<file path="src/rtl/blq_pkg.sv">
// Shared widths, codes, thresholds and types of the battery level qualifier.
package blq_pkg;

    // Check framing.
    localparam int SAMPLES_AVERAGED  = 10;
    localparam int SAMPLES_DISCARDED = 2;
    localparam int CHECK_LEN         = SAMPLES_DISCARDED + SAMPLES_AVERAGED;
    localparam int IDX_W             = (CHECK_LEN > 1) ? $clog2(CHECK_LEN) : 1;

    // Field widths.
    localparam int SAMPLE_W = 10;
    localparam int AVG_W    = 10;
    localparam int LVL_W    = 3;
    localparam int CNT_W    = 8;
    localparam int NEED_W   = 5;
    localparam int PERIOD_W = 15;
    localparam int TICK_W   = 11;
    localparam int CFG_IDX_W = 1;
    localparam int CFG_DATA_W = TICK_W;
    localparam int SUM_W    = $clog2(SAMPLES_AVERAGED * ((1 << SAMPLE_W) - 1) + 1);

    // Exact division of the sum by the number of kept samples:
    // avg = (sum * DIV_MULT) >> DIV_SHIFT with a rounded-up reciprocal.
    localparam int DIV_L     = $clog2(SAMPLES_AVERAGED);
    localparam int DIV_SHIFT = SUM_W + DIV_L;
    localparam int MULT_W    = DIV_SHIFT + 1;
    localparam int DIV_MULT  = ((1 << DIV_SHIFT) + SAMPLES_AVERAGED - 1) / SAMPLES_AVERAGED;
    localparam int PROD_W    = SUM_W + MULT_W;

    // Configuration register indexes.
    localparam logic [CFG_IDX_W-1:0] CFG_TICKS   = 1'd0;
    localparam logic [CFG_IDX_W-1:0] CFG_FOREVER = 1'd1;

    // Level codes.
    localparam logic [LVL_W-1:0] LV_BLANK = 3'd0;
    localparam logic [LVL_W-1:0] LV_ONE   = 3'd1;
    localparam logic [LVL_W-1:0] LV_TWO   = 3'd2;
    localparam logic [LVL_W-1:0] LV_THREE = 3'd3;
    localparam logic [LVL_W-1:0] LV_CUT   = 3'd4;

    // Classification thresholds on the average.
    localparam logic [AVG_W-1:0] TH_CUT      = 10'h2e6;
    localparam logic [AVG_W-1:0] TH_BLANK    = 10'h308;
    localparam logic [AVG_W-1:0] TH_ONE      = 10'h325;
    localparam logic [AVG_W-1:0] TH_TWO      = 10'h348;
    localparam logic [AVG_W-1:0] TH_CUT_NEAR = TH_CUT + 10'h6;
    localparam logic [AVG_W-1:0] TH_CUT_LOW  = TH_CUT + 10'h8;
    localparam logic [AVG_W-1:0] TH_CUT_MID  = TH_CUT + 10'hd;

    // Repeat counts needed to confirm a level.
    localparam logic [NEED_W-1:0] NEED_NONE   = 5'd0;
    localparam logic [NEED_W-1:0] NEED_SHORT  = 5'd5;
    localparam logic [NEED_W-1:0] NEED_MID    = 5'd10;
    localparam logic [NEED_W-1:0] NEED_NORMAL = 5'd15;
    localparam logic [NEED_W-1:0] NEED_MUSIC  = 5'd30;

    // Low clock periods in ticks.
    localparam logic [CNT_W-1:0]    LOW_TICKS       = 8'd168;
    localparam logic [CNT_W-1:0]    LOW_TICKS_HALF  = 8'd84;
    localparam logic [CNT_W-1:0]    LOW_TICKS_SHORT = 8'd34;
    localparam logic [PERIOD_W-1:0] PERIOD_LOW_CUT  = 15'd10;
    localparam logic [PERIOD_W-1:0] PERIOD_LOW_BAR  = 15'd504;

    // Tick register clamping and reset values of the derived periods.
    localparam logic [TICK_W-1:0]   TICK_MIN   = 11'd1;
    localparam logic [TICK_W-1:0]   TICK_MAX   = 11'd1024;
    localparam logic [TICK_W-1:0]   TICK_RST   = 11'd100;
    localparam logic [PERIOD_W-1:0] T1_RST     = 15'd100;
    localparam logic [PERIOD_W-1:0] T2_RST     = 15'd200;
    localparam logic [PERIOD_W-1:0] T30_RST    = 15'd3000;

    typedef struct packed {
        logic [LVL_W-1:0] confirmed;
        logic [LVL_W-1:0] pending;
        logic [LVL_W-1:0] previous;
        logic [CNT_W-1:0] repeat_count;
        logic [CNT_W-1:0] low_count;
        logic             first_check;
        logic [CNT_W-1:0] blank_low;
        logic             blank_two;
    } t_lvl_state;

    localparam t_lvl_state LVL_STATE_RST = '{
        confirmed:    LV_THREE,
        pending:      LV_THREE,
        previous:     LV_CUT,
        repeat_count: '0,
        low_count:    '0,
        first_check:  1'b1,
        blank_low:    LOW_TICKS_HALF,
        blank_two:    1'b0
    };

    typedef struct packed {
        logic [LVL_W-1:0]    level;
        logic [LVL_W-1:0]    tentative_level;
        logic [AVG_W-1:0]    average;
        logic [PERIOD_W-1:0] next_period;
        logic                shutdown_request;
        logic                checked;
    } t_result;

    // Check periods in high clock mode, derived once from the tick register.
    typedef struct packed {
        logic [PERIOD_W-1:0] t1;
        logic [PERIOD_W-1:0] t2;
        logic [PERIOD_W-1:0] t30;
    } t_periods;

endpackage

</file>
<file path="src/rtl/blq_if.sv">
// Handshake channels of the battery level qualifier: samples, configuration and results.
interface blq_smp_if;
    logic                          valid;
    logic                          ready;
    logic [blq_pkg::SAMPLE_W-1:0]  sample;
    logic                          reduced_clock;
    logic                          music_playing;
    logic                          sleep_active;

    modport source (output valid, output sample, output reduced_clock, output music_playing,
                    output sleep_active, input ready);
    modport sink   (input valid, input sample, input reduced_clock, input music_playing,
                    input sleep_active, output ready);
endinterface

interface blq_cfg_if;
    logic                            valid;
    logic                            ready;
    logic [blq_pkg::CFG_IDX_W-1:0]   index;
    logic [blq_pkg::CFG_DATA_W-1:0]  data;

    modport source (output valid, output index, output data, input ready);
    modport sink   (input valid, input index, input data, output ready);
endinterface

interface blq_res_if;
    logic                          valid;
    logic                          ready;
    logic [blq_pkg::LVL_W-1:0]     level;
    logic [blq_pkg::LVL_W-1:0]     tentative_level;
    logic [blq_pkg::AVG_W-1:0]     average;
    logic [blq_pkg::PERIOD_W-1:0]  next_period;
    logic                          shutdown_request;
    logic                          checked;

    modport source (output valid, output level, output tentative_level, output average,
                    output next_period, output shutdown_request, output checked,
                    input ready);
    modport sink   (input valid, input level, input tentative_level, input average,
                    input next_period, input shutdown_request, input checked,
                    output ready);
endinterface

</file>
<file path="src/rtl/battery_level_qualifier.sv">
// Top level of the battery level qualifier: sample accumulation, check stage and result register.
// One sample request is taken per cycle while no finished check is held back by back-pressure on the
// result channel; samples that do not end a check give no result. A check's final sample loads the
// check register, and the check result then moves into the result register when that one is free or read.
// Throughput is one sample per cycle, limited only by back-pressure on the result channel.
// Reset (synchronous, active low) clears the sample count and sum, restores the level state
// and the configuration registers; there is no clearing pass.
module battery_level_qualifier (
    input  logic          i_clk,
    input  logic          i_rst_n,
    blq_smp_if.sink       i_smp,
    blq_cfg_if.sink       i_cfg,
    blq_res_if.source     o_res
);

    // Configuration.
    logic                         r_forever;
    blq_pkg::t_periods            r_periods;
    logic [blq_pkg::TICK_W-1:0]   cfg_t;
    logic [blq_pkg::PERIOD_W:0]   cfg_t32;
    logic [blq_pkg::PERIOD_W:0]   cfg_t2w;

    // Sample accumulation.
    logic [blq_pkg::IDX_W-1:0]    r_idx;
    logic [blq_pkg::SUM_W-1:0]    r_sum;
    logic [blq_pkg::SUM_W-1:0]    sum_in;
    logic                         kept;
    logic                         last;
    logic                         smp_acc;

    // Check stage.
    logic                         r_chk_valid;
    logic [blq_pkg::SUM_W-1:0]    r_chk_sum;
    logic                         r_chk_reduced_clock;
    logic                         r_chk_music;
    logic                         r_chk_sleep;
    logic                         advance;
    blq_pkg::t_lvl_state          r_state;
    blq_pkg::t_lvl_state          n_state;
    blq_pkg::t_result             n_result;

    // Result register.
    logic                         r_out_valid;
    blq_pkg::t_result             r_result;

    assign i_cfg.ready = 1'b1;

    // Clamp the tick count and derive the high clock periods at write time.
    always_comb begin
        if (i_cfg.data < blq_pkg::TICK_MIN) begin
            cfg_t = blq_pkg::TICK_MIN;
        end else if (i_cfg.data > blq_pkg::TICK_MAX) begin
            cfg_t = blq_pkg::TICK_MAX;
        end else begin
            cfg_t = i_cfg.data;
        end
    end
    assign cfg_t32 = (blq_pkg::PERIOD_W + 1)'(cfg_t) << 5;
    assign cfg_t2w = (blq_pkg::PERIOD_W + 1)'(cfg_t) << 1;

    always_ff @(posedge i_clk) begin
        if (!i_rst_n) begin
            r_forever     <= 1'b0;
            r_periods.t1  <= blq_pkg::T1_RST;
            r_periods.t2  <= blq_pkg::T2_RST;
            r_periods.t30 <= blq_pkg::T30_RST;
        end else if (i_cfg.valid) begin
            unique case (i_cfg.index)
                blq_pkg::CFG_TICKS: begin
                    r_periods.t1  <= blq_pkg::PERIOD_W'(cfg_t);
                    r_periods.t2  <= cfg_t2w[blq_pkg::PERIOD_W-1:0];
                    r_periods.t30 <= blq_pkg::PERIOD_W'(cfg_t32 - cfg_t2w);
                end
                blq_pkg::CFG_FOREVER: begin
                    r_forever <= i_cfg.data[0];
                end
                default: begin
                end
            endcase
        end
    end

    // Handshakes.
    assign advance     = r_chk_valid && (!r_out_valid || o_res.ready);
    assign i_smp.ready = !r_chk_valid || advance;
    assign smp_acc     = i_smp.valid && i_smp.ready;

    assign kept   = r_idx >= blq_pkg::IDX_W'(blq_pkg::SAMPLES_DISCARDED);
    assign last   = r_idx == blq_pkg::IDX_W'(blq_pkg::CHECK_LEN - 1);
    assign sum_in = r_sum + (kept ? blq_pkg::SUM_W'(i_smp.sample) : '0);

    always_ff @(posedge i_clk) begin
        if (!i_rst_n) begin
            r_idx       <= '0;
            r_sum       <= '0;
            r_chk_valid <= 1'b0;
        end else begin
            if (smp_acc) begin
                if (last) begin
                    r_idx <= '0;
                    r_sum <= '0;
                end else begin
                    r_idx <= r_idx + 1'b1;
                    r_sum <= sum_in;
                end
            end
            if (smp_acc && last) begin
                r_chk_valid <= 1'b1;
            end else if (advance) begin
                r_chk_valid <= 1'b0;
            end
        end
    end

    // Payload of the check register.
    always_ff @(posedge i_clk) begin
        if (smp_acc && last) begin
            r_chk_sum           <= sum_in;
            r_chk_reduced_clock <= i_smp.reduced_clock;
            r_chk_music         <= i_smp.music_playing;
            r_chk_sleep         <= i_smp.sleep_active;
        end
    end

    blq_check u_check (
        .i_sum           (r_chk_sum),
        .i_reduced_clock (r_chk_reduced_clock),
        .i_music         (r_chk_music),
        .i_sleep         (r_chk_sleep),
        .i_check_forever (r_forever),
        .i_periods       (r_periods),
        .i_state         (r_state),
        .o_state         (n_state),
        .o_result        (n_result)
    );

    always_ff @(posedge i_clk) begin
        if (!i_rst_n) begin
            r_state     <= blq_pkg::LVL_STATE_RST;
            r_out_valid <= 1'b0;
        end else if (advance) begin
            r_state     <= n_state;
            r_out_valid <= 1'b1;
        end else if (o_res.ready) begin
            r_out_valid <= 1'b0;
        end
    end

    always_ff @(posedge i_clk) begin
        if (advance) begin
            r_result <= n_result;
        end
    end

    assign o_res.valid            = r_out_valid;
    assign o_res.level            = r_result.level;
    assign o_res.tentative_level  = r_result.tentative_level;
    assign o_res.average          = r_result.average;
    assign o_res.next_period      = r_result.next_period;
    assign o_res.shutdown_request = r_result.shutdown_request;
    assign o_res.checked          = r_result.checked;

`ifndef SYNTHESIS
    // The sample counter never runs past the last sample of a check.
    a_idx_range: assert property (@(posedge i_clk) disable iff (!i_rst_n)
        r_idx <= blq_pkg::IDX_W'(blq_pkg::CHECK_LEN - 1))
        else $error("sample index out of range");

    // A shutdown request comes only with a confirmed cutoff level.
    a_shut_cut: assert property (@(posedge i_clk) disable iff (!i_rst_n)
        o_res.valid && o_res.shutdown_request |-> o_res.level == blq_pkg::LV_CUT)
        else $error("shutdown without cutoff level");

    // A skipped check reports a zero average and no shutdown.
    a_skip_zero: assert property (@(posedge i_clk) disable iff (!i_rst_n)
        o_res.valid && !o_res.checked |-> o_res.average == '0 && !o_res.shutdown_request)
        else $error("skipped check with nonzero payload");

    // A check held back by a full result register stays in the check stage.
    a_chk_hold: assert property (@(posedge i_clk) disable iff (!i_rst_n)
        r_chk_valid && !advance |=> r_chk_valid && $stable(r_chk_sum))
        else $error("stalled check lost");

    // Once confirmed at cutoff, the level stays at cutoff.
    a_cut_sticky: assert property (@(posedge i_clk) disable iff (!i_rst_n)
        r_state.confirmed == blq_pkg::LV_CUT |=> r_state.confirmed == blq_pkg::LV_CUT)
        else $error("level left cutoff");
`endif

endmodule

</file>
<file path="src/rtl/blq_check.sv">
// Per-check logic: average of the kept samples, level classification and qualification.
module blq_check (
    input  logic [blq_pkg::SUM_W-1:0] i_sum,
    input  logic                      i_reduced_clock,
    input  logic                      i_music,
    input  logic                      i_sleep,
    input  logic                      i_check_forever,
    input  blq_pkg::t_periods         i_periods,
    input  blq_pkg::t_lvl_state       i_state,
    output blq_pkg::t_lvl_state       o_state,
    output blq_pkg::t_result          o_result
);

    function automatic logic [blq_pkg::CNT_W-1:0] sat_inc(input logic [blq_pkg::CNT_W-1:0] v);
        return (v == '1) ? v : v + 1'b1;
    endfunction

    localparam logic [blq_pkg::MULT_W-1:0] DIV_MULT_V = blq_pkg::MULT_W'(blq_pkg::DIV_MULT);

    logic [blq_pkg::PROD_W-1:0]   prod;
    logic [blq_pkg::AVG_W-1:0]    avg;
    logic                         skip;
    logic [blq_pkg::NEED_W-1:0]   need;
    logic [blq_pkg::CNT_W-1:0]    rc;
    logic                         shut;
    blq_pkg::t_lvl_state          n_st;
    logic [blq_pkg::PERIOD_W-1:0] period;

    assign prod = blq_pkg::PROD_W'(i_sum) * blq_pkg::PROD_W'(DIV_MULT_V);
    assign avg  = prod[blq_pkg::DIV_SHIFT +: blq_pkg::AVG_W];

    // A check is skipped at cutoff, or after the first one unless checking forever.
    assign skip = (i_state.confirmed == blq_pkg::LV_CUT) ||
                  (!i_check_forever && !i_state.first_check);

    always_comb begin
        n_st = i_state;
        need = blq_pkg::NEED_NONE;
        rc   = '0;
        shut = 1'b0;
        if (!skip) begin
            need = i_music ? blq_pkg::NEED_MUSIC : blq_pkg::NEED_NORMAL;
            if (avg > blq_pkg::TH_TWO) begin
                n_st.pending   = blq_pkg::LV_THREE;
                n_st.low_count = '0;
            end else if (avg > blq_pkg::TH_ONE) begin
                n_st.pending   = blq_pkg::LV_TWO;
                n_st.low_count = '0;
            end else if (avg > blq_pkg::TH_BLANK) begin
                n_st.pending   = blq_pkg::LV_ONE;
                n_st.low_count = '0;
            end else if (!i_reduced_clock && avg > blq_pkg::TH_CUT) begin
                n_st.pending = blq_pkg::LV_BLANK;
                if (avg <= blq_pkg::TH_CUT_NEAR) begin
                    n_st.blank_low = blq_pkg::LOW_TICKS_HALF;
                    n_st.blank_two = 1'b1;
                    need           = blq_pkg::NEED_SHORT;
                end
                n_st.low_count = '0;
            end else if (i_reduced_clock && avg > blq_pkg::TH_CUT_LOW) begin
                n_st.pending   = blq_pkg::LV_BLANK;
                n_st.blank_two = 1'b1;
                n_st.blank_low = blq_pkg::LOW_TICKS;
                if (avg <= blq_pkg::TH_CUT_MID) begin
                    if (i_music) begin
                        need = blq_pkg::NEED_MID;
                    end else begin
                        n_st.blank_low = blq_pkg::LOW_TICKS_HALF;
                        need           = blq_pkg::NEED_SHORT;
                    end
                end
                n_st.low_count = '0;
            end else begin
                // Cutoff band: shutdown on the third low check in a row.
                need = blq_pkg::NEED_NONE;
                if (!i_state.first_check && !i_sleep) begin
                    if (i_state.low_count > 8'd1) begin
                        n_st.confirmed = blq_pkg::LV_CUT;
                        n_st.pending   = blq_pkg::LV_CUT;
                        shut           = 1'b1;
                    end
                    n_st.low_count = sat_inc(i_state.low_count);
                end else begin
                    n_st.low_count = '0;
                    n_st.confirmed = blq_pkg::LV_BLANK;
                    n_st.pending   = blq_pkg::LV_BLANK;
                end
                if (i_reduced_clock) begin
                    n_st.blank_low = blq_pkg::LOW_TICKS_SHORT;
                end
            end
            if (need != blq_pkg::NEED_NONE) begin
                rc = (i_state.previous == n_st.pending) ? sat_inc(i_state.repeat_count) : '0;
                if (rc >= blq_pkg::CNT_W'(need)) begin
                    n_st.confirmed = n_st.pending;
                    rc             = '0;
                end
                if (i_state.first_check) begin
                    n_st.confirmed   = n_st.pending;
                    n_st.first_check = 1'b0;
                end
                n_st.repeat_count = rc;
                n_st.previous     = n_st.pending;
            end
        end
    end

    // The next period follows the state left by this check.
    always_comb begin
        if (!i_reduced_clock) begin
            if (n_st.confirmed == blq_pkg::LV_CUT) begin
                period = i_periods.t1;
            end else if (n_st.confirmed != blq_pkg::LV_BLANK) begin
                period = i_periods.t30;
            end else begin
                period = n_st.blank_two ? i_periods.t2 : i_periods.t1;
            end
        end else begin
            if (n_st.confirmed == blq_pkg::LV_CUT) begin
                period = blq_pkg::PERIOD_LOW_CUT;
            end else if (n_st.confirmed != blq_pkg::LV_BLANK) begin
                period = blq_pkg::PERIOD_LOW_BAR;
            end else begin
                period = blq_pkg::PERIOD_W'(n_st.blank_low);
            end
        end
    end

    assign o_state                   = n_st;
    assign o_result.level            = n_st.confirmed;
    assign o_result.tentative_level  = n_st.pending;
    assign o_result.average          = skip ? '0 : avg;
    assign o_result.next_period      = period;
    assign o_result.shutdown_request = shut;
    assign o_result.checked          = !skip;

endmodule
</file>
<file path="src/flat_wrapper.sv">
// flat-port wrapper written by rule: the top's interface ports become plain ports
module battery_level_qualifier_flat 
  (i_clk, i_rst_n, i_smp_valid, i_smp_sample, i_smp_reduced_clock, i_smp_music_playing, i_smp_sleep_active, i_smp_ready, i_cfg_valid, i_cfg_index, i_cfg_data, i_cfg_ready, o_res_valid, o_res_level, o_res_tentative_level, o_res_average, o_res_next_period, o_res_shutdown_request, o_res_checked, o_res_ready);
  blq_smp_if i_smp_i ();
  blq_cfg_if i_cfg_i ();
  blq_res_if o_res_i ();
  input  logic i_clk;
  input  logic i_rst_n;
  input wire logic [$bits(i_smp_i.valid)-1:0] i_smp_valid;
  input wire logic [$bits(i_smp_i.sample)-1:0] i_smp_sample;
  input wire logic [$bits(i_smp_i.reduced_clock)-1:0] i_smp_reduced_clock;
  input wire logic [$bits(i_smp_i.music_playing)-1:0] i_smp_music_playing;
  input wire logic [$bits(i_smp_i.sleep_active)-1:0] i_smp_sleep_active;
  output wire logic [$bits(i_smp_i.ready)-1:0] i_smp_ready;
  input wire logic [$bits(i_cfg_i.valid)-1:0] i_cfg_valid;
  input wire logic [$bits(i_cfg_i.index)-1:0] i_cfg_index;
  input wire logic [$bits(i_cfg_i.data)-1:0] i_cfg_data;
  output wire logic [$bits(i_cfg_i.ready)-1:0] i_cfg_ready;
  output wire logic [$bits(o_res_i.valid)-1:0] o_res_valid;
  output wire logic [$bits(o_res_i.level)-1:0] o_res_level;
  output wire logic [$bits(o_res_i.tentative_level)-1:0] o_res_tentative_level;
  output wire logic [$bits(o_res_i.average)-1:0] o_res_average;
  output wire logic [$bits(o_res_i.next_period)-1:0] o_res_next_period;
  output wire logic [$bits(o_res_i.shutdown_request)-1:0] o_res_shutdown_request;
  output wire logic [$bits(o_res_i.checked)-1:0] o_res_checked;
  input wire logic [$bits(o_res_i.ready)-1:0] o_res_ready;
  assign i_smp_i.valid = i_smp_valid;
  assign i_smp_i.sample = i_smp_sample;
  assign i_smp_i.reduced_clock = i_smp_reduced_clock;
  assign i_smp_i.music_playing = i_smp_music_playing;
  assign i_smp_i.sleep_active = i_smp_sleep_active;
  assign i_smp_ready = i_smp_i.ready;
  assign i_cfg_i.valid = i_cfg_valid;
  assign i_cfg_i.index = i_cfg_index;
  assign i_cfg_i.data = i_cfg_data;
  assign i_cfg_ready = i_cfg_i.ready;
  assign o_res_valid = o_res_i.valid;
  assign o_res_level = o_res_i.level;
  assign o_res_tentative_level = o_res_i.tentative_level;
  assign o_res_average = o_res_i.average;
  assign o_res_next_period = o_res_i.next_period;
  assign o_res_shutdown_request = o_res_i.shutdown_request;
  assign o_res_checked = o_res_i.checked;
  assign o_res_i.ready = o_res_ready;
  battery_level_qualifier u_core (.i_clk(i_clk), .i_rst_n(i_rst_n), .i_smp(i_smp_i), .i_cfg(i_cfg_i), .o_res(o_res_i));
endmodule
</file>
<file path="config.mk">
export PLATFORM = sky130hd
export DESIGN_NAME = battery_level_qualifier_flat
export DESIGN_NICKNAME = d
export VERILOG_FILES = /design/src/rtl/blq_pkg.sv /design/src/rtl/blq_if.sv /design/src/rtl/battery_level_qualifier.sv /design/src/rtl/blq_check.sv /design/src/flat_wrapper.sv
export SDC_FILE = /design/constraint.sdc
export NUM_CORES = 1
export LEC_CHECK = 0
export BUFFER_PORTS_ARGS = -buffer_cell sky130_fd_sc_hd__buf_2
export CORE_ASPECT_RATIO = 0.6
export CORE_MARGIN = 3
export CORE_UTILIZATION = 28
export DETAILED_ROUTE_END_ITERATION = 10
export SYNTH_ARGS = -nofsm -noshare
export SYNTH_HDL_FRONTEND = slang
export SYNTH_HIERARCHICAL = 1
export SYNTH_SLANG_ARGS = --single-unit
</file>
<file path="constraint.sdc">
create_clock -name i_clk -period 28.6 [get_ports i_clk]
set_clock_uncertainty 0.15 [all_clocks]
set_input_delay 5.72 -clock i_clk [delete_from_list [all_inputs] [get_ports i_clk]]
set_output_delay 5.72 -clock i_clk [all_outputs]
set_load 0.01 [all_outputs]
</file>
==> flow_summary.yaml <==
outcome:
  outcome: "finished, final reports clean"
clock_network:
  cts_tree: "built"
  clock-sinks: 130
  htreeDepth: 4
  postCtsHoldBufs: 0
  post-cts-setup-buffers: 0
  cts_resized: 0
  numCtsBuffers: 17
  clkLatencyLatePin_ps: 440
  clockBufferDepth: 2
  clockRootBuffer: "clkbuf_16"
  path_clk_slew_ps: 70
setup_path:
  worstSetupStartpoint: "o_res_ready"
  r2r_start: "u_core/r_chk_sum[11]"
  worstPathRequired_ps: 22730
  slowest_delay_ps: 190
  r2r_slack_ps: 17200
  critPathMostFrequentCell: "buf_2"
  cp.arrival_ps: 6180
  worstPathMaxFanout: 4
  cp_cell_sequence: "buf_2, nand3b_1, buf_2"
  cp_slowest_cell: "nand3b_1"
  cp-end-kind: "output pin"
  crit_path_start_kind: "input pin"
  critical_path_class: "in -> out"
global_route:
  grt_use_total_pct: 14.73
  grt_pass1_wl_um: 50830
  overflow: 0
  grt_max_degree: 69
  antenna_found_initial: 2
  grt_pass1_vias: 9042
cells_and_area:
  seq_area_um2: 3103
  layout.nets: 1591
  final_cells: 1909
  fillers: 4169
  antenna_cells: 0
  multi_input_area_um2: 7644
  areaGrowthSynthToFinish_pct: 11.64
  drive_gt1_share_pct: 9.733
place:
  gp_congestion: 0.8472
  hpwl_um: 25010
  place_inst: 1877
  port_buffers: 64
logic_synthesis:
  yosysSeqAreaShare_pct: 26.87
  async_flop_share_pct: 0
  ys_warn_count: 6
  syn_inst: 1333
  synth_ff_type: "dfxtp_1"
  synth_edf_count: 50
  ys_seq_elements: 130
  synth_area_per_cell_um2: 8.664
  synth_cell_types: 93
  syn_area_um2: 11550
min_path:
  min-delay-start: "u_core/r_state[0]"
  hold_path.class: "reg -> reg"
power_and_ir_drop:
  intPower_mw: 0.3303
  vdd_ir_drop_max_v: 0.00003114
  power.density_nw_per_um2: 35.30
  comb_power_share_pct: 8.2
  p_leak_nw: 5.568
  power.switching_mw: 0.1248
  clkPwrFrac_pct: 48.1
  seqPwrFrac_pct: 43.7
  power.share.switching_pct: 27.43
sta:
  hold_viol_final: 0
  final.setup.tns_ps: 0
  setup_viol: 0
  relSlewSlack_pct: 23.66
  fin_crit_sh_pct: 42.13
  fmax_mhz: 83.00
  rsz0062_at_grt: "false"
  slew_viol_final: 0
  tightest_slew_ps: 1145
  finalCriticalPeriod_ps: 12050
die:
  core-area_um2: 39870
  die-height_um: 163.3
  pin_count: 66
  die_area_um2: 43800
  num_rows: 56
  initial_core_util_pct: 28.97
  die_w_um: 268.2
route:
  routed_via_density: 5.159
  vias: 9849
  drtPass1Iterations: 5
  drt_wl_total_um: 31890
  drt_iter0_drc: 974
  ant_nets: 0
  wl_per_cell_um: 16.70
  route.detailed.drc: 0
  wl_met3_um: 2360
  wl_met2_um: 11860
  highest_layer: "met4"
  wl_met1_um: 17420
job:
  drv_cap: 0
[worst max-delay path: cells and delay by family]
family        cells  cell delay [ps]
buf+inv           2              270
simple gates      1              190
[flip-flops by register name (all words and copies together) (netlist names)]
| signal | count |
|---|---|
| u_core/o_res.average | 10 |
| u_core/o_res.checked | 1 |
| u_core/o_res.level | 3 |
| u_core/o_res.next_period | 15 |
| u_core/o_res.shutdown_request | 1 |
| u_core/o_res.tentative_level | 3 |
| u_core/o_res.valid | 1 |
| u_core/r_chk_music | 1 |
| u_core/r_chk_reduced_clock | 1 |
| u_core/r_chk_sleep | 1 |
| u_core/r_chk_sum | 14 |
| u_core/r_chk_valid | 1 |
| u_core/r_forever | 1 |
| u_core/r_idx | 4 |
| u_core/r_periods | 24 |
| u_core/r_state | 35 |
| u_core/r_sum | 14 |
[synth_stat cells (all sizes together) (6+ instances only)]
| master | number | area [um2] |
|---|---|---|
| nand2 | 166 | 623.1 |
| inv | 146 | 548.0 |
| ha | 126 | 1577 |
| a21oi | 111 | 574.3 |
| nor2 | 88 | 332.8 |
| dfxtp | 80 | 1602 |
| fa | 61 | 1221 |
| o21ai | 53 | 272.8 |
| edfxtp | 50 | 1501 |
| nand3 | 45 | 225.2 |
| clkbuf | 31 | 117.6 |
| buf | 23 | 161.4 |
| and2 | 19 | 118.9 |
| mux2i | 19 | 190.2 |
| a211oi | 17 | 137.6 |
| a21o | 17 | 127.6 |
| nor2b | 17 | 106.4 |
| nor3 | 17 | 85.08 |
| a31oi | 16 | 115.1 |
| nand4 | 16 | 100.1 |
| o211ai | 15 | 117.6 |
| xnor2 | 14 | 122.6 |
| nor4 | 12 | 123.9 |
| o31ai | 12 | 100.1 |
| nand2b | 9 | 56.30 |
| xor2 | 9 | 78.83 |
| and3 | 8 | 50.05 |
| nor3b | 7 | 52.55 |
| o2111ai | 7 | 61.31 |
| o211a | 7 | 70.07 |
| o22ai | 7 | 43.79 |
| or2 | 7 | 43.79 |
| a22oi | 6 | 45.04 |
| o21bai | 6 | 45.04 |
| or3 | 6 | 42.54 |
| or4 | 6 | 48.80 |
[area by class of cell]
class | instances | share of cell area, %
clock buffers | 18 | 3.494
clock inverters | 14 | 1.029
inverters | 149 | 4.338
multi-input cells | 1008 | 59.29
flip-flops and latches | 130 | 24.07
well taps | 522 | 5.066
repair buffers | 68 | 2.717
[per-layer routing]
layer	vias to the layer above	GRT usage [%]
li1	4797	-
met1	4695	24.40
met2	335	18.97
met3	22	2.846
met4	0	2.871
met5	-	0
[layout by cell type, fill, tap and decap left out, drive strengths merged, types with 6 or more instances in the layout]
cell and count:
a211oi 17, a21o 17, a21oi 111, a22oi 6, a31oi 16, and2 19, and3 8, buf 68
clkbuf 18, conb 10, dfxtp 80, edfxtp 50, fa 61, ha 126, inv 157, mux2i 19
nand2 166, nand2b 9, nand3 45, nand4 16, nor2 88, nor2b 17, nor3 17, nor3b 7
nor4 12, o2111ai 7, o211a 7, o211ai 15, o21ai 53, o21bai 6, o22ai 7, o31ai 12
or2 7, or3 6, or4 6, xnor2 14, xor2 9
[power groups by stage]
stage | registers, mW | clock network, mW | logic [mW]
3_5_place_dp | 0.203 | 0 | 0.0368
5_1_grt | 0.199 | 0.232 | 0.0418
2_1_floorplan | 0.201 | 0 | 0.0267
4_1_cts | 0.198 | 0.226 | 0.0370
6_report | 0.199 | 0.219 | 0.0374
3_3_place_gp | 0.203 | 0 | 0.0364
[metrics by stage]
step                      total power, mW  util, %  setup slack [ps]  cell area [um2]  hold WS (ps)
after floorplan                    0.2279        -             16790            11580         281.7
after global placement             0.2390    30.88             16540            12310         292.3
after detailed placement           0.2395    30.88             16550            12310         299.5
after CTS                          0.4612    32.34             16550            12890         309.2
after global routing               0.4728    32.34             16510            12890         331.6
final                              0.4551    32.34             16550            12890         307.1
[path summary, 6_finish.rpt]
| path | to | cells after the start |
|---|---|---|
| setup reg to reg | u_core/o_res.next_period[7] | 33 |
| hold / removal | u_core/r_state[0] | 2 |
| hold reg to reg | u_core/r_state[0] | 2 |
| setup / recovery | i_smp_ready | 3 |
[cell families (layout without fill, tap and decap cells)]
family                   Yosys count  count (layout)  synth area share, %
flip-flops                       130             130                26.87
multiplexers                      19              19                1.647
buffers and inverters            203             249                7.259
AO/OA/AOI/OAI                    331             331                19.56
adder cells (fa/ha/maj)          187             187                24.23
XOR/XNOR                          24              24                1.939
AND/OR/NAND/NOR                  437             437                18.44
other                              2              10              0.06503
Power figures use the tool's default switching activity.
